==> src/sv/bsc_pkg.sv <==
// ----------------------------------------------------------------------------
// bsc_pkg
// Shared types for the barometric sensor compensation block.
// ----------------------------------------------------------------------------
package bsc_pkg;

	// One raw sample pair
	typedef struct packed {
		logic [15:0] raw_temp;
		logic [23:0] raw_press;
	} bsc_in_t;

	// One compensated result
	typedef struct packed {
		logic signed [15:0] temperature;
		logic signed [31:0] pressure;
		logic               div_zero;
	} bsc_out_t;

	// Calibration coefficients and oversampling, unpacked from config registers
	typedef struct packed {
		logic [15:0] ac1;
		logic [15:0] ac2;
		logic [15:0] ac3;
		logic [15:0] ac4;
		logic [15:0] ac5;
		logic [15:0] ac6;
		logic [15:0] b1;
		logic [15:0] b2;
		logic [15:0] mc;
		logic [15:0] md;
		logic [1:0]  oss;
	} bsc_cal_t;

	// Queued work item: raw temperature and aligned pressure
	typedef struct packed {
		logic [15:0] ut;
		logic [23:0] up;
	} bsc_item_t;

	// Context carried down the compute pipeline
	typedef struct packed {
		logic [15:0] ut;
		logic [23:0] up;
		logic        dz;
		logic        neg;
		logic        dbl;
		logic [15:0] temp;
		logic [31:0] x1;
		logic [31:0] b5;
		logic [31:0] b3;
		logic [31:0] t0;
		logic [31:0] t1;
		logic [31:0] t2;
		logic [31:0] num;
		logic [31:0] den;
		logic [31:0] rem;
		logic [31:0] quo;
	} bsc_ctx_t;

	// Configuration register indexes
	localparam logic [2:0] REG_AC1_AC2 = 3'd0;
	localparam logic [2:0] REG_AC3_AC4 = 3'd1;
	localparam logic [2:0] REG_AC5_AC6 = 3'd2;
	localparam logic [2:0] REG_B1_B2   = 3'd3;
	localparam logic [2:0] REG_MC_MD   = 3'd4;
	localparam logic [2:0] REG_OSS     = 3'd5;

	localparam int QUEUE_DEPTH = 4;

endpackage

==> src/sv/bsc_front.sv <==
// ----------------------------------------------------------------------------
// bsc_front
// Accepts raw samples, aligns the pressure word to the oversampling setting
// and holds the items in a short queue for the compute pipeline.
// ----------------------------------------------------------------------------
module bsc_front (
	input  logic                clk,
	input  logic                arst_n,
	input  logic [1:0]          oss,
	input  logic                sample_valid,
	output logic                sample_stall,
	input  bsc_pkg::bsc_in_t    sample,
	output logic                item_valid,
	input  logic                item_pop,
	output bsc_pkg::bsc_item_t  item
);

	localparam int PW = $clog2(bsc_pkg::QUEUE_DEPTH);

	bsc_pkg::bsc_item_t entry_q [bsc_pkg::QUEUE_DEPTH];
	logic [PW-1:0]      wr_ptr_q;
	logic [PW-1:0]      rd_ptr_q;
	logic [PW:0]        count_q;
	logic               push;
	logic               pop;
	logic [3:0]         shamt;
	bsc_pkg::bsc_item_t aligned;

	// raw pressure right shifted by eight minus oversampling
	assign shamt = 4'd8 - {2'b00, oss};
	assign aligned.ut = sample.raw_temp;
	assign aligned.up = sample.raw_press >> shamt;

	assign sample_stall = (count_q == (PW+1)'(bsc_pkg::QUEUE_DEPTH));
	assign push = sample_valid && !sample_stall;
	assign item_valid = (count_q != '0);
	assign pop = item_pop && item_valid;
	assign item = entry_q[rd_ptr_q];

	// queue storage
	always_ff @(posedge clk) begin
		if (push) begin
			entry_q[wr_ptr_q] <= aligned;
		end
	end

	// queue pointers
	always_ff @(posedge clk or negedge arst_n) begin
		if (!arst_n) begin
			wr_ptr_q <= '0;
			rd_ptr_q <= '0;
			count_q  <= '0;
		end else begin
			if (push) wr_ptr_q <= wr_ptr_q + 1'b1;
			if (pop) rd_ptr_q <= rd_ptr_q + 1'b1;
			if (push && !pop) count_q <= count_q + 1'b1;
			else if (pop && !push) count_q <= count_q - 1'b1;
		end
	end

endmodule

==> config.mk <==
export PLATFORM = sky130hd
export DESIGN_NAME = bsc_front
export DESIGN_NICKNAME = d
export VERILOG_FILES = /design/src/sv/bsc_pkg.sv /design/src/sv/bsc_front.sv
export SDC_FILE = /design/constraint.sdc
export NUM_CORES = 1
export LEC_CHECK = 0
export BUFFER_PORTS_ARGS = -buffer_cell sky130_fd_sc_hd__buf_2
export CORE_ASPECT_RATIO = 0.6
export CORE_MARGIN = 4
export CORE_UTILIZATION = 55
export CTS_BUF_LIST = sky130_fd_sc_hd__clkbuf_4 sky130_fd_sc_hd__clkbuf_8 sky130_fd_sc_hd__clkbuf_16
export DETAILED_ROUTE_END_ITERATION = 12
export PLACE_DENSITY = 0.88
export SLEW_MARGIN = 20
export SYNTH_ARGS = -nofsm -noshare
export SYNTH_HDL_FRONTEND = slang
export SYNTH_SLANG_ARGS = --single-unit
==> constraint.sdc <==
create_clock -name clk -period 4.7 [get_ports clk]
set_input_delay 0.47 -clock clk [delete_from_list [all_inputs] [get_ports clk]]
set_output_delay 0.47 -clock clk [all_outputs]
set_load 0.02 [all_outputs]
Word-level counts from Yosys, hierarchy flattened
Memory sizes are Yosys's and may differ from the RTL's.
Index checks and enable logic that the tools add are counted.

cells by class
  equal/unequal tests = 1
  mux-type cells = 4
  shift operators = 1
  reduce and logical (&&, ||, !) cells = 9
  $add $sub $neg = 5

operators by type and width
  kind                                              number
  right shift 24 x 4 -> 24 bit                      1
  two-way mux 3 bit                                 2
  adder 2 x 1 -> 2 bit, second input constant       2
  logical AND 1 bit                                 4
  subtractor 4 x 2 -> 4 bit, first input constant   1
  adder 3 x 1 -> 3 bit, second input constant       1
  equality test 3 bit, second input constant        1
  zero test 1 bit                                   3
  nonzero test 3 bit                                1
  subtractor 3 x 1 -> 3 bit, second input constant  1
  two-way mux 1 bit                                 2
  nonzero test 2 bit                                1

storage, ports and cells
  register bits = 7
  word-level logic and storage cells = 24
  input bits = 46
  memory bits (writable) = 160
  memories kept = 1

memories
  name     words  width  rd ports  clocked after Yosys merged registers in  wr ports  RTL line         text
  entry_q  4      40     1         0                                        1         bsc_front.sv:20  bsc_pkg::bsc_item_t entry_q [bsc_pkg::QUEUE_DEPTH];

Depth between registers and ports, before layout
Gate-level depths: netlist of run 1.

  word-level depth = 7
  gate-level depth with buffers = 9
  depth with buffers taken out = 8

Worst setup path after synthesis of run 1
No wires, ideal clock.

  kind = reg-to-reg
  start = reg count_q[0]
  end = reg count_q[1]
  slack = 2.378 ns
  clock period less this slack = 2.322 ns
  cell stages (with the launch flop) = 8
  setup time = 0.125 ns
  path buffers = 1
  required time = 4.575 ns
  arrival time = 2.198 ns
  path through = dfrtp_1 > nor3b_1 > nor2b_1 > buf_2 > ha_1 > inv_1 > fa_1 > mux2_2

between the ends
  cells in the longest elaborated chain, start to end = 6
  elaborated cells between the ends (all ways) = 14
  classes of those cells = 2 x add/sub; 1 x eq/ne; 2 x mux; 9 x reduce/logical

RTL lines
  what                          RTL line         text
  from (decl)                   bsc_front.sv:23  logic [PW:0] count_q;
  from (signal assigned)        bsc_front.sv:56  if (push && !pop) count_q <= count_q + 1'b1;
  from (signal assigned)        bsc_front.sv:57  else if (pop && !push) count_q <= count_q - 1'b1;
  equality test 3 bit *         bsc_front.sv:34  assign sample_stall = (count_q == (PW+1)'(bsc_pkg::QUEUE_DEPTH));
  via sample_stall              bsc_front.sv:11  output logic sample_stall,
  zero test 1 bit *             bsc_front.sv:35  assign push = sample_valid && !sample_stall;
  logical AND 1 bit *           bsc_front.sv:35
  via push                      bsc_front.sv:24  logic push;
  zero test 1 bit               bsc_front.sv:57
  logical AND 1 bit             bsc_front.sv:57
  nonzero test 2 bit (no line)  --

The timed path passes the listed nets; every way through them passes the cells marked *. The select of a mux whose other input is x is not followed.
A chain may end at the register's enable or synchronous reset.

==> results of run 1 <==
==> critical path: stages, from the launching register on <==
cell     delay [ns]
dfrtp_2        0.81
buf_4          0.52
mux4_2         0.60
buf_2          0.18
==> synthesized netlist by cell type <==
master	instances	area (sq um)
inv_1	5	18.8
mux2i_1	23	230
nand2_1	2	7.51
clkbuf_1	4	15.0
edfxtp_1	160	4800
xor2_1	2	17.5
buf_2	8	40.0
clkinv_1	1	3.75
o221ai_1	1	8.76
conb_1	1	3.75
mux2_2	15	169
and2_1	5	31.3
buf_4	5	37.5
nor3b_1	2	15.0
fa_1	1	20.0
nor2b_1	3	18.8
o211ai_1	1	7.51
mux4_2	41	923
dfrtp_1	7	175
ha_1	6	75.1
a221o_1	4	40.0
and3b_1	1	8.76
nand3b_1	1	7.51
a221oi_1	2	17.5
a211oi_1	1	7.51
nand2b_1	3	18.8
or2_2	2	12.5
or3_1	1	6.26
buf_1	1	3.75
o22ai_1	7	43.8
nand3_1	2	10.0
a21oi_1	1	5.00
nor2_1	6	22.5
xnor2_1	4	35.0
buf_6	1	11.3
==> metal layers <==
metal,routed length (um),vias up,global-route usage [%]
met4,108,0,5.39
met2,6200,110,31.0
met5,0,-,0
li1,-,1541,-
met3,727,12,5.31
met1,5370,1786,23.8
==> flip-flops by register name, summed over array words and instances, names as in the netlist <==
register  flops
count_q       3
entry_q     160
rd_ptr_q      2
wr_ptr_q      2
==> final cells by class <==
type	instances	share of cell area (%)
Clock buffer	19	5.48
Clock inverter	13	1.54
Inverter	6	0.280
Multi-Input combinational cell	153	22.7
Sequential cell	167	62.0
Tap cell	165	2.57
Timing Repair Buffer	85	5.39
==> kinds of logic after synthesis <==
group           share of synthesized area, %
compound gates                          1.89
buf+inv                                 1.89
mux                                     19.2
fa+ha+maj                               1.38
other cells                           0.0546
flops                                   72.5
simple gates                            2.31
xor+xnor                               0.765
==> stage by stage <==
| stage | cell area [sq um] | util (%) |
|---|---|---|
| 2_1_floorplan | 6930 | - |
| 3_3_place_gp | 7460 | 61.4 |
| 3_5_place_dp | 7460 | 61.4 |
| 4_1_cts | 8030 | 66.2 |
| 5_1_grt | 8040 | 66.2 |
| 6_report | 8040 | 66.2 |
==> power by group <==
group	switching, mW	internal [mW]	leakage, nW	total [mW]
logic	0.853	0.654	1.03	1.51
clock network	0.562	0.748	0.277	1.31
registers	0.207	2.00	1.55	2.21
total	1.62	3.41	2.86	5.03
==> how the worst max path moves through the flow <==
| stage | start | to | slack (ns) |
|---|---|---|---|
| after floorplan | count_q[0] | count_q[1] | 2.38 |
| after global placement | oss[0] | entry_q[0][12] | 1.50 |
| after detailed placement | oss[0] | entry_q[2][8] | 1.42 |
| after CTS | rd_ptr_q[0] | item[22] | 1.59 |
| after global routing | rd_ptr_q[0] | item[13] | 1.45 |
| final | rd_ptr_q[0] | item[13] | 1.68 |
==> metrics.md, run 1 <==
| Metric | Value |
|---|---|
| Yosys reg bits | `between 150 and 200` |
| Die area | `14400 sq um` |
| Period utilization | `approximately 64%` |
| H-tree levels | `4` |
| Setup ws final | `around 1.7 ns` |
| RSZ-0062 raised after global routing | `no` |
| CP arrival | `2.55 ns` |
| Min Hold Slack | `about 0.27 ns` |
| Pleak | `around 2.9 nW` |
| Iteration-0 DRC Markers | `240` |
| Pwr dens | `626 nW/um^2` |
| Reg-to-Reg End | `entry_q[2][22]` |
| Insertion delay to the later sink of the worst-skew pair | `between 0.4 and 0.5 ns` |
| NumNets Final | `between 400 and 500` |
| Highest-count cells in the layout ignoring fill and taps | `edfxtp_1, buf_2, mux4_2` |
| Max Cap Violations | `0` |
| DRT antenna net count | `0` |
| Cell variety after synth | `35` |
| Setup TNS | `0 ns` |
| DIE HEIGHT | `94.6 um` |
| Port Buffer Count | `between 80 and 90` |
| Post-CTS sizing | `0` |
| Fin crit period | `around 3.0 ns` |
| DP Cell Count | `575` |
| Worst-case clock skew | `between 0.01 and 0.015 ns` |
| Clock Pin Slew Worst Setup and Hold Paths | `approximately 0.07 ns` |
| CTS tree | `built` |
| RR Startpoint | `count_q[2]` |
| Number of top-level pins | `around 90` |
| Worst min-delay path class | `in -> reg` |
| Post-route insts no fill | `~600` |
| Hold Crit Start | `sample[29]` |
| Vias in the first global route | `3750` |
| Share of cells above drive strength 1 | `approximately 41%` |
| Register area share after synthesis | `between 70% and 80%` |
| Filler cell count | `803` |
| Worst vdd ir | `roughly 0.35 mV` |
| CTS buffer count | `17` |
| Pre-Repair DR Iteration Count | `5` |
| Routability cong. | `a little over 0.8` |
| Fmax achieved | `roughly 330 MHz` |
| CTS Buffer Depth | `2` |
| Pre-CTS setup slack | `1.42 ns` |
| Syn avg cell area | `between 20 and 25 sq um` |
| Setup violators final | `0` |
| Synthesized area | `6870 sq um` |
| Commonest non-fill, non-tap cell in the layout | `edfxtp_1` |
| Root Driver | `clkbuf_16` |
| Placement Rows | `31` |
| Tot Pwr | `between 5 and 6 mW` |
| Drt drc | `0` |
| Crit end category | `output pin` |
| Via Count | `approximately 3.4k` |
| Data required time of the critical path | `about 4.2 ns` |
| Die Wd | `152 um` |
| WL per Instance | `20.4 um` |
| R2R cell count | `3` |
| Initial Util | `between 50 and 60%` |
| Register area | `4980 sq um` |
| Multi-input gate area in the final layout | `approximately 1800 sq um` |
| Setup bufs post-CTS | `0` |
| First-pass GRT wire length | `a little under 20000 um` |
| CP Launch Type | `flop` |
| Fin. Hold Viols | `0` |
| Core Footprint | `12100 sq um` |
| Hold buffer count at cts | `1` |
| Initial antenna violation count | `0` |
| Hold depth | `1` |
| Area Overhead vs Synth | `16.9%` |
| Gr ovfl total | `0` |
| CP Class | `reg -> out` |
| Routed wire length | `approximately 12000 um` |
| GRT Resource Usage Total | `between 10% and 20%` |
| Outcome | `finished clean` |
| Slew margin rel. | `~28%` |
| Antenna diode instance count | `0` |
| Hold Crit Endpoint | `entry_q[3][29]` |
| Pin count of the biggest net entering global routing | `42` |
| Gate Count Post-Synth | `330` |
| Half-perimeter wire length after placement | `slightly below 8000 um` |
| Total number of yosys warnings | `0` |
| R2r setup slk | `approximately 2.4 ns` |
| Least-Margin Pin Slew | `roughly 1.1 ns` |
| Crit path max fanout | `22` |
| Post-DR vias/cell | `5.67` |
| Final slew viol count | `0` |
| Sink Count | `167` |
Power figures use the tool's default switching activity.
==> run 2: changes to the inputs <==
==> constraint.sdc (replaced) <==
create_clock -name clk -period 2.9 [get_ports clk]
set_input_delay 0.29 -clock clk [delete_from_list [all_inputs] [get_ports clk]]
set_output_delay 0.29 -clock clk [all_outputs]
set_load 0.02 [all_outputs]
==> run 2 against run 1 <==
Net effect: hold slack got worse by 0.18 ns; via count rose by 0.96%; utilization rose by 1.1 points; non-clock buffer count rose by 13; critical endpoint is now item[9]; critical path depth did not move.
==> metrics.md, run 2 (synthesized netlist as in run 1, its figures left out) <==
| Metric | Value |
|---|---|
| Outcome | `finished clean` |
| Worst-case clock skew | `roughly 0.0063 ns` |
| Clock Pin Slew Worst Setup and Hold Paths | `roughly 0.06 ns` |
| Share of cells above drive strength 1 | `41.9%` |
| RR Startpoint | `count_q[2]` |
| Logic pwr share | `32.1%` |
| Gr ovfl total | `0` |
| Post-DR vias/cell | `5.61` |
| Setup TNS | `0 ns` |
| Slew margin rel. | `between 60% and 70%` |
| Pleak | `2.93 nW` |
| Least-Margin Pin Slew | `about 0.57 ns` |
| Routed wire length | `between 10000 and 15000 um` |
| WL per Instance | `slightly below 20 um` |
| Largest regs | `entry_q (160), count_q (3)` |
| Fin crit period | `about 2.4 ns` |
| CP arrival | `roughly 2.2 ns` |
| DR top layer | `met4` |
| Routability cong. | `0.836` |
| Period utilization | `between 80% and 90%` |
| Pin count of the biggest net entering global routing | `25` |
| Worst min-delay path class | `in -> reg` |
| Worst vdd ir | `between 0.5 and 0.6 mV` |
| Highest-count cells in the layout ignoring fill and taps | `edfxtp_1, buf_2, mux4_2` |
| Initial Util | `approximately 57%` |
| Data required time of the critical path | `between 2 and 3 ns` |
| Via Count | `roughly 3.5k` |
| Number of top-level pins | `roughly 90` |
| Setup violators final | `0` |
| Int Power | `between 5 and 6 mW` |
| Placement Rows | `31` |
| Die area | `around 14000 sq um` |
| Hold Crit Start | `sample[34]` |
| DIE HEIGHT | `roughly 95 um` |
| Final slew viol count | `0` |
| Net Switching | `2.68 mW` |
| Area Overhead vs Synth | `18.9%` |
| Met1 Wirelength | `between 5000 and 6000 um` |
| Post-CTS sizing | `0` |
| Core Footprint | `12100 sq um` |
| First-pass GRT wire length | `around 19000 um` |
| Post-route design area | `between 8000 and 9000 sq um` |
| RSZ-0062 raised after global routing | `no` |
| Metal3 WL | `between 700 and 800 um` |
| Pre-Repair DR Iteration Count | `4` |
| Met2 Wirelength | `just under 6000 um` |
| Port Buffer Count | `between 80 and 90` |
| Half-perimeter wire length after placement | `8200 um` |
| Commonest non-fill, non-tap cell in the layout | `edfxtp_1` |
| Crit end category | `output pin` |
| CTS Buffer Depth | `2` |
| DRT antenna net count | `0` |
| Clock power share | `26.0%` |
| Drt drc | `0` |
| Worst Setup SP | `rd_ptr_q[0]` |
| CP Launch Type | `flop` |
| Sequential power share | `between 40% and 50%` |
| Max Cap Violations | `0` |
| Crit path max fanout | `12` |
| Fin. Hold Viols | `0` |
| CP Class | `reg -> out` |
| Fmax achieved | `approximately 410 MHz` |
| Filler cell count | `roughly 780` |
| H-tree levels | `4` |
| Iteration-0 DRC Markers | `between 200 and 300` |
| Vias in the first global route | `around 3.6k` |
| GRT Resource Usage Total | `between 10% and 20%` |
| CTS tree | `built` |
| Root Driver | `clkbuf_16` |
| Insertion delay to the later sink of the worst-skew pair | `0.42 ns` |
| Pwr dens | `about 1000 nW/um^2` |
| NumNets Final | `496` |
| Post-place instance area | `7590 sq um` |
| Initial antenna violation count | `0` |
| CTS buffer count | `17` |
| Antenna diode instance count | `0` |
| Switching part of the total | `32.5%` |
| Most flops, register | `entry_q` |
| Sink Count | `between 150 and 200` |
| Die Wd | `approximately 150 um` |
| Max reg flops | `160` |
==> run 2: cell types whose count changed in the layout (fill, tap and decap cells not counted) <==
cell,change
buf_4,+10
buf_12,+3
and2_2,+2
and2_4,-2
clkbuf_4,-2
clkinv_1,+2
clkinv_2,-2
inv_8,+2
==> run 2: final cells by class <==
cell class	count	area, sq um	share of cell area [%]
Sequential cell	167	4980	61.0
Multi-Input combinational cell	153	1820	22.3
Timing Repair Buffer	98	568	6.95
Clock buffer	17	425	5.21
Tap cell	165	206	2.53
Clock inverter	15	144	1.76
Inverter	6	22.5	0.276
==> run 2: final timing paths <==
kind,endpoint,slack (ns),depth (start not counted)
min in group asynchronous,wr_ptr_q[0],0.23,2
max in group asynchronous,rd_ptr_q[0],2.50,2
hold reg to reg,count_q[2],0.49,1
hold / removal,entry_q[1][34],0.08,1
setup / recovery,item[9],0.46,3
setup reg to reg,count_q[2],0.70,8
==> run 2: power groups by stage <==
stage          registers (mW)  clock network [mW]  logic [mW]
2_1_floorplan            3.39                   0        1.95
3_3_place_gp             3.48                   0        2.66
3_5_place_dp             3.53                   0        2.69
4_1_cts                  3.48                2.19        2.71
5_1_grt                  3.52                2.30        2.87
6_report                 3.46                2.15        2.66
==> run 2: timing repair <==
| item | CTS | global route |
|---|---|---|
| hold buffers | 1 | 0 |
| endpoints found under the hold margin | 7 | 0 |
| buffers inserted | 0 | 0 |
==> run 2: critical path, stage by stage (launching register included) <==
cell     delay [ns]
dfrtp_2        0.58
buf_4          0.35
mux4_2         0.60
buf_2          0.19
==> run 2: stage by stage <==
| step | power, mW | hold WS, ns | setup slack, ns | instances | util, % |
|---|---|---|---|---|---|
| after floorplan | 5.34 | -0.00559 | 0.578 | 345 | - |
| after global placement | 6.14 | 0.129 | 0.816 | 588 | 62.5 |
| after detailed placement | 6.22 | 0.134 | 0.712 | 588 | 62.5 |
| after CTS | 8.38 | 0.0639 | 0.408 | 621 | 67.3 |
| after global routing | 8.69 | 0.0692 | 0.320 | 621 | 67.3 |
| final | 8.27 | 0.0832 | 0.460 | 621 | 67.3 |
==> run 2: routing by layer <==
metal  vias to the layer above  GRT usage (%)
met5                         -              0
met4                         0           5.46
met3                        11           5.95
met2                        90           28.5
met1                      1807           24.5
li1                       1574              -
